$ cat config.mk
export PLATFORM = sky130hd
export DESIGN_NAME = raster_video_register_file_core
export DESIGN_NICKNAME = d
export VERILOG_FILES = /design/src/hw/rtl/rvrf_pkg.sv /design/src/hw/rtl/rvrf_store.sv /design/src/hw/rtl/rvrf_ctrl.sv /design/src/hw/rtl/raster_video_register_file_core.sv
export SDC_FILE = /design/constraint.sdc
export NUM_CORES = 1
export LEC_CHECK = 0
export BUFFER_PORTS_ARGS = -buffer_cell sky130_fd_sc_hd__buf_2
export CORE_MARGIN = 5
export CORE_UTILIZATION = 55
export CTS_BUF_LIST = sky130_fd_sc_hd__clkbuf_4 sky130_fd_sc_hd__clkbuf_8
export DETAILED_ROUTE_END_ITERATION = 10
export PLACE_DENSITY = 0.74
export SLEW_MARGIN = 15
export SYNTH_ARGS = -nofsm -noshare
export SYNTH_HDL_FRONTEND = slang
export SYNTH_SLANG_ARGS = --single-unit
$ cat constraint.sdc
create_clock -name clock -period 2.9 [get_ports clock]
set_clock_uncertainty 0.05 [all_clocks]
set_input_delay 0.29 -clock clock [delete_from_list [all_inputs] [get_ports clock]]
set_output_delay 0.29 -clock clock [all_outputs]
set_load 0.03 [all_outputs]
$ cat src/hw/rtl/rvrf_pkg.sv
// Shared types and constants for the raster video register file.
// No dependencies; imported by every other module of the block.
`timescale 1ns / 1ps
`default_nettype none

package rvrf_pkg;

   localparam int ADDR_W        = 6;
   localparam int DATA_W        = 8;
   localparam int LINE_W        = 9;
   localparam int LPF_W         = 10;
   // one bit wider than the address, so the register count itself fits
   localparam int CNT_W         = ADDR_W + 1;
   localparam int REG_COUNT_DEF = 47;

   localparam logic [LPF_W-1:0] LPF_RESET = 10'd312;

   // item operation codes
   localparam logic [1:0] OP_READ  = 2'd0;
   localparam logic [1:0] OP_WRITE = 2'd1;
   localparam logic [1:0] OP_TICK  = 2'd2;

   // register map
   localparam logic [ADDR_W-1:0] ADDR_CTRL_HI   = 6'h11;
   localparam logic [ADDR_W-1:0] ADDR_RASTER_LO = 6'h12;
   localparam logic [ADDR_W-1:0] ADDR_CTRL2     = 6'h16;
   localparam logic [ADDR_W-1:0] ADDR_MEMPTR    = 6'h18;
   localparam logic [ADDR_W-1:0] ADDR_STATUS    = 6'h19;
   localparam logic [ADDR_W-1:0] ADDR_ENABLE    = 6'h1A;
   localparam logic [ADDR_W-1:0] ADDR_COLOR_LO  = 6'h20;
   localparam logic [ADDR_W-1:0] ADDR_COLOR_HI  = 6'h2E;

   localparam logic [DATA_W-1:0] SRC_MASK      = 8'h0F;
   localparam logic [DATA_W-1:0] CTRL2_ONES    = 8'hC0;
   localparam logic [DATA_W-1:0] MEMPTR_ONES   = 8'h01;
   localparam logic [DATA_W-1:0] STATUS_ONES   = 8'h70;
   localparam logic [DATA_W-1:0] NIBBLE_ONES   = 8'hF0;
   localparam logic [DATA_W-1:0] RASTER_HIT    = 8'h01;
   localparam logic [DATA_W-1:0] RASTER_CLEAR  = 8'hFE;

   typedef struct packed {
      logic [1:0]        op;
      logic [ADDR_W-1:0] addr;
      logic [DATA_W-1:0] data;
   } rvrf_item_type;

   typedef struct packed {
      logic [DATA_W-1:0] read_data;
      logic              irq;
      logic [LINE_W-1:0] current_line;
   } rvrf_result_type;

endpackage

`default_nettype wire

$ cat src/hw/rtl/rvrf_store.sv
// Byte register store: single-port memory with registered read and
// per-entry valid flops so that unwritten entries read as zero.
// Depends on rvrf_pkg.
`timescale 1ns / 1ps
`default_nettype none

module rvrf_store import rvrf_pkg::*; #(
   parameter int REG_COUNT = REG_COUNT_DEF
) (
   input  wire logic              clock,
   input  wire logic              reset,
   input  wire logic              access,
   input  wire logic              wr_en,
   input  wire logic [ADDR_W-1:0] addr,
   input  wire logic [DATA_W-1:0] wr_data,
   output logic      [DATA_W-1:0] rd_data
);

   localparam int IDX_W = $clog2(REG_COUNT);

   logic [DATA_W-1:0]    mem [REG_COUNT];
   logic [REG_COUNT-1:0] vld_ff;
   logic [DATA_W-1:0]    rd_data_ff;
   logic                 rd_ok_ff;
   logic                 rd_ok_in;
   logic                 in_range;
   logic [IDX_W-1:0]     idx;
   logic [DATA_W-1:0]    wr_value;
   logic                 do_write;

   assign in_range = {1'b0, addr} < CNT_W'(REG_COUNT);
   assign idx      = addr[IDX_W-1:0];
   assign do_write = access && wr_en && in_range;
   assign rd_ok_in = in_range && vld_ff[idx];
   // enable register keeps only its four source bits
   assign wr_value = (addr == ADDR_ENABLE) ? (wr_data & SRC_MASK) : wr_data;

   always_ff @(posedge clock) begin
      if (do_write) begin
         mem[idx] <= wr_value;
      end
      if (access) begin
         rd_data_ff <= mem[idx];
      end
   end

   always_ff @(posedge clock) begin
      if (reset) begin
         vld_ff   <= '0;
         rd_ok_ff <= 1'b0;
      end else begin
         if (do_write) begin
            vld_ff[idx] <= 1'b1;
         end
         if (access) begin
            rd_ok_ff <= rd_ok_in;
         end
      end
   end

   assign rd_data = rd_ok_ff ? rd_data_ff : '0;

endmodule

`default_nettype wire

$ cat src/hw/rtl/rvrf_ctrl.sv
// Raster state and result logic: line counter, raster compare, interrupt
// status/enable and the read merge. Depends on rvrf_pkg.
`timescale 1ns / 1ps
`default_nettype none

module rvrf_ctrl import rvrf_pkg::*; #(
   parameter int REG_COUNT = REG_COUNT_DEF
) (
   input  wire logic              clock,
   input  wire logic              reset,
   input  wire logic              advance,
   input  wire rvrf_item_type     item,
   input  wire logic [DATA_W-1:0] stored,
   input  wire logic [LPF_W-1:0]  lines_per_frame,
   output rvrf_result_type        result
);

   logic [LINE_W-1:0] compare_ff, compare_in;
   logic [DATA_W-1:0] status_ff, status_in;
   logic [LINE_W-1:0] line_ff, line_in;
   logic              irq_ff, irq_in;
   logic [3:0]        enable_ff, enable_in;

   logic              in_range;
   logic [LPF_W-1:0]  line_inc;
   logic [LINE_W-1:0] line_tick;
   logic [DATA_W-1:0] status_ack;
   logic [DATA_W-1:0] status_tick;
   logic [DATA_W-1:0] read_val;

   // recompute the summary bit from sources and enable
   function automatic logic [DATA_W-1:0] fold_irq(input logic [DATA_W-1:0] s,
                                                  input logic [3:0] en);
      logic pend;
      pend     = |(s[3:0] & en);
      fold_irq = {pend, s[6:0]};
   endfunction

   assign in_range    = {1'b0, item.addr} < CNT_W'(REG_COUNT);
   assign line_inc    = {1'b0, line_ff} + LPF_W'(1);
   assign line_tick   = (line_inc == lines_per_frame || line_inc[LPF_W-1])
                        ? '0 : line_inc[LINE_W-1:0];
   assign status_ack  = status_ff & ~item.data & SRC_MASK;
   assign status_tick = (line_tick == compare_ff) ? (status_ff | RASTER_HIT)
                                                  : (status_ff & RASTER_CLEAR);

   always_comb begin
      read_val = stored;
      unique case (item.addr)
         ADDR_CTRL_HI:   read_val = {line_ff[LINE_W-1], stored[6:0]};
         ADDR_RASTER_LO: read_val = line_ff[DATA_W-1:0];
         ADDR_CTRL2:     read_val = stored | CTRL2_ONES;
         ADDR_MEMPTR:    read_val = stored | MEMPTR_ONES;
         ADDR_STATUS:    read_val = status_ff | STATUS_ONES;
         ADDR_ENABLE:    read_val = stored | NIBBLE_ONES;
         default: begin
            if (item.addr >= ADDR_COLOR_LO && item.addr <= ADDR_COLOR_HI) begin
               read_val = stored | NIBBLE_ONES;
            end
         end
      endcase
   end

   always_comb begin
      compare_in = compare_ff;
      status_in  = status_ff;
      line_in    = line_ff;
      irq_in     = irq_ff;
      enable_in  = enable_ff;
      result.read_data = '0;
      unique case (item.op)
         OP_READ: result.read_data = read_val;
         OP_WRITE: begin
            if (in_range) begin
               unique case (item.addr)
                  ADDR_CTRL_HI:   compare_in = {item.data[7], compare_ff[7:0]};
                  ADDR_RASTER_LO: compare_in = {compare_ff[LINE_W-1], item.data};
                  ADDR_STATUS: begin
                     status_in = fold_irq(status_ack, enable_ff);
                     irq_in    = status_in[7];
                  end
                  ADDR_ENABLE:    enable_in = item.data[3:0];
                  default: ;
               endcase
            end
         end
         OP_TICK: begin
            line_in   = line_tick;
            status_in = fold_irq(status_tick, enable_ff);
            irq_in    = status_in[7];
         end
         default: ;
      endcase
      result.irq          = irq_in;
      result.current_line = line_in;
   end

   always_ff @(posedge clock) begin
      if (reset) begin
         compare_ff <= '0;
         status_ff  <= '0;
         line_ff    <= '0;
         irq_ff     <= 1'b0;
         enable_ff  <= '0;
      end else if (advance) begin
         compare_ff <= compare_in;
         status_ff  <= status_in;
         line_ff    <= line_in;
         irq_ff     <= irq_in;
         enable_ff  <= enable_in;
      end
   end

`ifndef SYNTHESIS
   a_irq_matches_summary: assert property (@(posedge clock) disable iff (reset)
      irq_ff == status_ff[7])
      else $error("irq line disagrees with status summary bit");

   a_status_unused_zero: assert property (@(posedge clock) disable iff (reset)
      status_ff[6:4] == 3'b000)
      else $error("unused status bits set");

   a_line_moves_on_tick_only: assert property (@(posedge clock) disable iff (reset)
      (advance && item.op != OP_TICK) |=> line_ff == $past(line_ff))
      else $error("raster line changed without a tick");

   a_tick_sets_compare_bit: assert property (@(posedge clock) disable iff (reset)
      (advance && item.op == OP_TICK) |=> status_ff[0] == (line_ff == compare_ff))
      else $error("raster compare bit wrong after tick");
`endif

endmodule

`default_nettype wire

$ cat src/hw/rtl/raster_video_register_file_core.sv
// Raster video controller register file: bus reads/writes and line ticks
// in, one result word out per item. Depends on rvrf_pkg, rvrf_store, rvrf_ctrl.
// Throughput is one word per clock while rsp_stall is low. There are two
// register stages: the input stage with the registered store read, then
// the state/result logic into the output register that drives rsp_*.
// The byte registers live in a single-port memory whose per-entry valid
// flops are cleared by reset, so no clearing pass is needed and the block
// takes words right after reset. lines_per_frame is written through
// csr_wr_en/csr_wr_data and should only change while no word is in flight.
`timescale 1ns / 1ps
`default_nettype none

module raster_video_register_file_core import rvrf_pkg::*; #(
   parameter int REG_COUNT = REG_COUNT_DEF
) (
   input  wire logic              clock,
   input  wire logic              reset,
   input  wire logic              req_valid,
   output logic                   req_stall,
   input  wire logic [1:0]        req_op,
   input  wire logic [ADDR_W-1:0] req_addr,
   input  wire logic [DATA_W-1:0] req_data,
   output logic                   rsp_valid,
   input  wire logic              rsp_stall,
   output logic      [DATA_W-1:0] rsp_read_data,
   output logic                   rsp_irq,
   output logic      [LINE_W-1:0] rsp_current_line,
   input  wire logic              csr_wr_en,
   input  wire logic [LPF_W-1:0]  csr_wr_data
);

   logic            s1_vld_ff, s1_vld_in;
   rvrf_item_type   s1_item_ff;
   logic            out_vld_ff, out_vld_in;
   rvrf_result_type out_res_ff;
   logic [LPF_W-1:0] lpf_ff;

   logic            out_free;
   logic            s1_fire;
   logic            accept;
   logic [DATA_W-1:0] stored;
   rvrf_result_type res;

   assign out_free  = !out_vld_ff || !rsp_stall;
   assign s1_fire   = s1_vld_ff && out_free;
   assign req_stall = s1_vld_ff && !out_free;
   assign accept    = req_valid && !req_stall;

   assign s1_vld_in  = accept || (s1_vld_ff && !s1_fire);
   assign out_vld_in = s1_fire || (out_vld_ff && rsp_stall);

   rvrf_store #(.REG_COUNT(REG_COUNT)) u_store (
      .clock   (clock),
      .reset   (reset),
      .access  (accept),
      .wr_en   (req_op == OP_WRITE),
      .addr    (req_addr),
      .wr_data (req_data),
      .rd_data (stored)
   );

   rvrf_ctrl #(.REG_COUNT(REG_COUNT)) u_ctrl (
      .clock           (clock),
      .reset           (reset),
      .advance         (s1_fire),
      .item            (s1_item_ff),
      .stored          (stored),
      .lines_per_frame (lpf_ff),
      .result          (res)
   );

   always_ff @(posedge clock) begin
      if (reset) begin
         s1_vld_ff  <= 1'b0;
         out_vld_ff <= 1'b0;
         lpf_ff     <= LPF_RESET;
      end else begin
         s1_vld_ff  <= s1_vld_in;
         out_vld_ff <= out_vld_in;
         if (csr_wr_en) begin
            lpf_ff <= csr_wr_data;
         end
      end
   end

   // hold payloads while their stage is stalled
   always_ff @(posedge clock) begin
      if (accept) begin
         s1_item_ff <= '{op: req_op, addr: req_addr, data: req_data};
      end
      if (s1_fire) begin
         out_res_ff <= res;
      end
   end

   assign rsp_valid        = out_vld_ff;
   assign rsp_read_data    = out_res_ff.read_data;
   assign rsp_irq          = out_res_ff.irq;
   assign rsp_current_line = out_res_ff.current_line;

endmodule

`default_nettype wire
==> results.cfg, run 1 <==
[cts]
cts_made_buffers = 81
root_buffer = clkbuf_8
numClockSinks = 506
insertion_delay_ns = 0.64
htreeDepth = 3
path_clk_slew_ns = 0.06
cts_tree = yes
cts_buffer_depth = 3

[sta]
rsz0062_at_grt = false
min_period_over_period_pct = 95.6
setup_viol = 0
slew_headroom_pct = 25.4
post-route-min-period_ns = 2.77
finalMaxSlewViolations = 0
whs_ns = 0.0787
tightest_slew_ns = 1.12
finalHoldViolCount = 0
max_freq_mhz = 361

[global_routing]
grt_usage_pct = 25.3
grt_overflow = 0
antenna_found_initial = 0
grt_pass1_vias = 13504
grt_max_degree = 89
grt_pass1_wl_um = 79700

[synthesis]
synth_warnings = 0
ys_ff_latch = 506
synth_compound_area_share_pct = 10.0
synthFlopType = edfxtp_1
async_reset_ff_share_pct = 0
syn-cell-area_um2 = 20500
synth_nets = 1457
synth_top_family_by_area = compound AO/OA/AOI/OAI gates
ys_seq_area_share_pct = 69.9
synthCells = 1422
muxShareOfSynthArea_pct = 8.46
synthXorXnorAreaFrac_pct = 0.812
synth_edf_count = 418
syn_avg_cell_area_um2 = 14.4
synth_cell_types = 67
synthAdderAreaFrac_pct = 0.244
yosys.area_share.simple_pct = 8.47

[layout]
final_nets = 1644
final_area_um2 = 23900
drive_gt1_share_pct = 23.7
insertedDiodeCount = 0
area_delta_synth_final_pct = 16.4

[drt]
wl_met1_um = 20600
vias_per_cell = 6.27
dr.max_layer_used = met4
wl_met3_um = 4930
wl_per_cell_um = 24.5
first_pass_iters = 5
wl_met2_um = 25000
vias = 13409
routed_wl_um = 52400
drtIter0Drc = 1470
antenna_left = 0
drc = 0

[floorplanning]
top_level_ports = 51
die_w_um = 203
start_util_pct = 55.8
fp.dieArea_um2 = 41200
core_um2 = 36700
num_rows = 70
dieHeight_um = 203

[critical_path]
required_ns = 3.22
crit_type = register to register
worstPathMaxFanout = 9
end_kind = register
cp.arrival_ns = 3.09
r2r_setup_slack_ns = 0.13
worstSetupStartpointType = register

[placement]
placedInstanceArea_um2 = 21900
hpwl_um = 32900
io_buffers = 50
gp_congestion = 0.946

[hold_path]
hold_class = primary input to register

[power]
p_leak_nw = 8.27
powerDensity_nw_per_um2 = 620
vdd_drop_max_mv = 0.445

[outcome]
status = finished clean

[run]
cap_violations = 0
-- cell usage in the layout, fill, tap and decap left out, types with 5 or more instances in the layout --
master	instances
nand2_1	60
nor3_1	7
nand4_1	21
clkinv_2	8
a211oi_1	15
buf_4	115
a31oi_1	11
nor2_1	175
mux2i_1	57
dfxtp_1	86
o21ai_0	61
xor2_1	7
nand3_1	19
and2_1	15
nor2b_1	17
inv_1	15
mux4_2	44
buf_2	48
mux2_2	14
edfxtp_1	418
nand2b_1	11
nand3b_1	6
a22o_1	7
clkbuf_8	90
a221oi_1	18
and3_1	5
clkinv_1	14
o21ba_2	11
a21oi_1	68
xnor2_1	11
buf_12	8
a211o_1	5
dlygate4sd3_1	20
clkbuf_4	27
a22oi_1	74
-- final cells by class --
cell class              instances  area [um2]
clock buffers                 117        1440
clock inverters                27         143
fillers                      2579       12800
inverters                      15        56.3
multi-input cells             813        5820
flip-flops and latches        506       14300
well taps                     468         586
repair buffers                192        1490
-- where the power goes --
group          switching [W]  leakage, nW  internal (W)
clock network        0.00271        0.838       0.00320
registers          0.0000373         4.49       0.00793
logic               0.000598         2.95      0.000320
-- kinds of logic after synthesis --
logic type | count (synthesis)
flops | 506
simple gates | 370
compound gates | 304
mux | 116
buf+inv | 103
xor+xnor | 19
fa+ha+maj | 4
-- critical path, cell delays in order (launching register included) --
cell,delay [ns]
dfxtp_1,0.35
buf_4,0.18
nand2_1,0.18
nor3_1,0.11
or4_4,0.49
a211o_1,0.35
o21ai_4,0.18
mux2_4,0.33
o211ai_2,0.19
a31oi_1,0.11
-- state kept, by name, summed over array words and instances (netlist names), 8 cells and up --
register and cells:
u_ctrl.compare_ff 9, rsp_read_data 8, s1_item_ff 16, u_store.mem 376, rsp_current_line 9, u_ctrl.line_ff 9
lpf_ff 10, u_store.rd_data_ff 8, u_store.vld_ff 47
-- synth_stat cells (3+ instances only) --
library cell	n	area share, %
a31oi_1	11	0.34
buf_2	18	0.44
mux2_2	14	0.77
xnor2_1	12	0.51
dfxtp_1	88	8.6
ha_1	4	0.24
a22o_1	7	0.30
a211oi_1	15	0.55
inv_1	15	0.27
nor3b_1	3	0.11
xor2_1	7	0.30
mux4_2	44	4.8
o221ai_1	4	0.17
and3_1	5	0.15
nand3_1	20	0.49
nor2b_1	21	0.64
a21oi_1	68	1.7
nand2b_1	11	0.34
a22oi_1	74	2.7
nand4_1	21	0.64
clkbuf_1	59	1.1
a211o_1	5	0.21
nor3_1	8	0.20
or3_1	4	0.12
a221oi_1	18	0.77
and2_1	15	0.46
nand3b_1	6	0.22
o211ai_1	4	0.15
a221o_1	4	0.20
and4_1	4	0.17
nand2_1	61	1.1
o21ai_0	61	1.5
buf_1	7	0.13
edfxtp_1	418	61
nor2_1	177	3.2
mux2i_1	57	2.8
o21ba_2	11	0.54
-- final timing paths --
path / start / to / depth (start not counted)
setup reg to reg: u_ctrl.line_ff[0] / rsp_irq / 9
hold reg to reg: u_store.vld_ff[26] / u_store.vld_ff[26] / 2
hold / removal: csr_wr_en / lpf_ff[6] / 3
setup / recovery: u_ctrl.line_ff[0] / rsp_irq / 9
-- what timing repair did --
action                                 4_1_cts  5_1_grt
endpoints found under the hold margin       19        0
resized for setup                            0       11
setup buffers                                0        2
setup endpoints to repair                    0       94
hold buffers                                20        0
-- stage by stage --
step,total power (W),setup slack [ns],cells,setup TNS [ns],utilization (%)
floorplan,0.00861,-0.0284,1422,-5.35,-
global placement,0.00897,0.0584,1969,0,59.8
detailed placement,0.00899,-0.0427,1969,-0.298,59.8
CTS,0.0148,0.105,2133,0,64.7
global route,0.0153,0.00969,2138,0,65.0
finish,0.0148,0.127,2138,0,65.0
-- metal layers --
metal  global-route usage, %  up-vias
met4                    8.53        0
met3                    5.46      149
met1                    35.0     6650
li1                        -     5868
met5                       0        -
met2                    40.4      742
No activity file was read; power rests on OpenSTA's default activity.
==> run 2, diff against run 1 <==
CTS_BUF_LIST = sky130_fd_sc_hd__clkbuf_4   (was sky130_fd_sc_hd__clkbuf_4 sky130_fd_sc_hd__clkbuf_8)
==> results.cfg, run 2 (same netlist as run 1, synthesis figures left out) <==
[hold_path]
hold_class = primary input to register
hp-start = req_addr[1]

[sta]
setup_viol = 0
max_freq_mhz = 357
rsz0062_at_grt = false
tightest_slew_ns = 1.17
whs_ns = 0.135
setup_slack_ns = 0.0974
finalHoldViolCount = 0
slew_headroom_pct = 22.0
finalMaxSlewViolations = 0
min_period_over_period_pct = 96.6
post-route-min-period_ns = 2.80
tns_ns = 0

[floorplanning]
die_w_um = 203
top_level_ports = 51
dieHeight_um = 203
start_util_pct = 55.8
fp.dieArea_um2 = 41200
core_um2 = 36700
num_rows = 70

[global_routing]
grt_overflow = 0
busiest_layer = met2
grt.met2_usage_pct = 41.2
use_met1_pct = 35.3
grt_pass1_wl_um = 81400
grt_usage_pct = 25.9
antenna_found_initial = 1
grt_max_degree = 89
grt_pass1_vias = 14035
met3_usage_pct = 6.21

[cts]
root_buffer = clkbuf_4
cts_made_buffers = 131
path_clk_slew_ns = 0.07
cts_buffer_depth = 3
numClockSinks = 506
insertion_delay_ns = 0.81
cts_tree = yes
htreeDepth = 4

[critical_path]
worstSetupStartpointType = register
required_ns = 3.38
critPathLaunch = u_ctrl.line_ff[0]
path_cells = buf_4 > nand2_1 > nor3_1 > or4_4 > a211o_1 > o21ai_4 > mux2_4 > o211ai_2 > a31oi_1
reg2reg_from = u_ctrl.line_ff[0]
worst_path_largest_cell_delay_ns = 0.49
crit_buf_inv = 1
path_delay_family = compound AO/OA/AOI/OAI gates
worstPathMaxFanout = 9
cp.arrival_ns = 3.28
cp_slowest_cell = or4_4
end_kind = register
crit_type = register to register

[drt]
wl_per_cell_um = 23.9
routed_wl_um = 53600
vias = 13865
drc = 0
antenna_left = 0
first_pass_iters = 5
drtIter0Drc = 1588
vias_per_cell = 6.18

[run]
cap_violations = 0

[layout]
area_delta_synth_final_pct = 18.2
largest_reg_flops = 376
final_nets = 1713
final_cell_mix = edfxtp_1, clkbuf_4, nor2_1
largestRegisters = u_store.mem: 376 flops, u_store.vld_ff: 47 flops, s1_item_ff: 16 flops
final_common_cell = edfxtp_1
drive_gt1_share_pct = 26.6
regMostFlops = u_store.mem

[placement]
pre_cts_slack_ns = -0.0427
hpwl_um = 32900
gp_congestion = 0.946
io_buffers = 50

[outcome]
status = finished clean

[power]
vdd_drop_max_mv = 0.506
powerDensity_nw_per_um2 = 632
p_leak_nw = 8.54
power.total_w = 0.0153
## run 2: layout make-up
cell class                 instances  area, um2
multi-input combinational        813       5820
fill                            2542      12500
antenna                            1       2.50
clock inverter                    40        335
clock buffer                     188       1410
tap                              468        586
sequential                       506      14300
inverter                          15       56.3
timing repair buffer             211       1680
## run 2: power breakdown
part | internal [W] | leakage (nW) | switching [W] | total [W]
sequential | 0.00793 | 4.49 | 0.0000384 | 0.00796
combinational | 0.000342 | 3.03 | 0.000608 | 0.000950
clock | 0.00352 | 1.02 | 0.00287 | 0.00639
total | 0.0118 | 8.54 | 0.00351 | 0.0153
## run 2: worst paths after layout
kind,end,slack [ns],cells after the start
hold reg to reg,u_ctrl.compare_ff[6],0.41,2
setup / recovery,rsp_irq,0.1,9
hold / removal,u_store.rd_data_ff[5],0.13,5
setup reg to reg,rsp_irq,0.1,9
## run 2: layer usage
metal / part of all wire, % / routed length, um / vias up
met5: 0 / 0 / -
met4: 3.2 / 1730 / 0
met3: 9.7 / 5210 / 127
met2: 48 / 25500 / 810
met1: 39 / 21100 / 6838
li1: - / - / 6090
## run 2: worst min-delay path: stages
cell and delay [ns]:
buf_4 0.11, buf_4 0.19, o21ai_0 0.10, nand3_1 0.09, o21ai_0 0.09
## run 2: repair_timing
action | CTS | global route
endpoints found under the setup margin | 0 | 132
gates resized for setup | 0 | 12
hold buffers | 40 | 0
endpoints found under the hold margin | 96 | 0
buffers inserted | 0 | 1
## run 2: per-stage QoR
step	cell area [um2]	util [%]	cells
finish	24200	66.0	2242
floorplan	20500	-	1422
global route	24200	66.0	2242
global placement	21900	59.8	1969
CTS	24100	65.7	2237
detailed placement	21900	59.8	1969
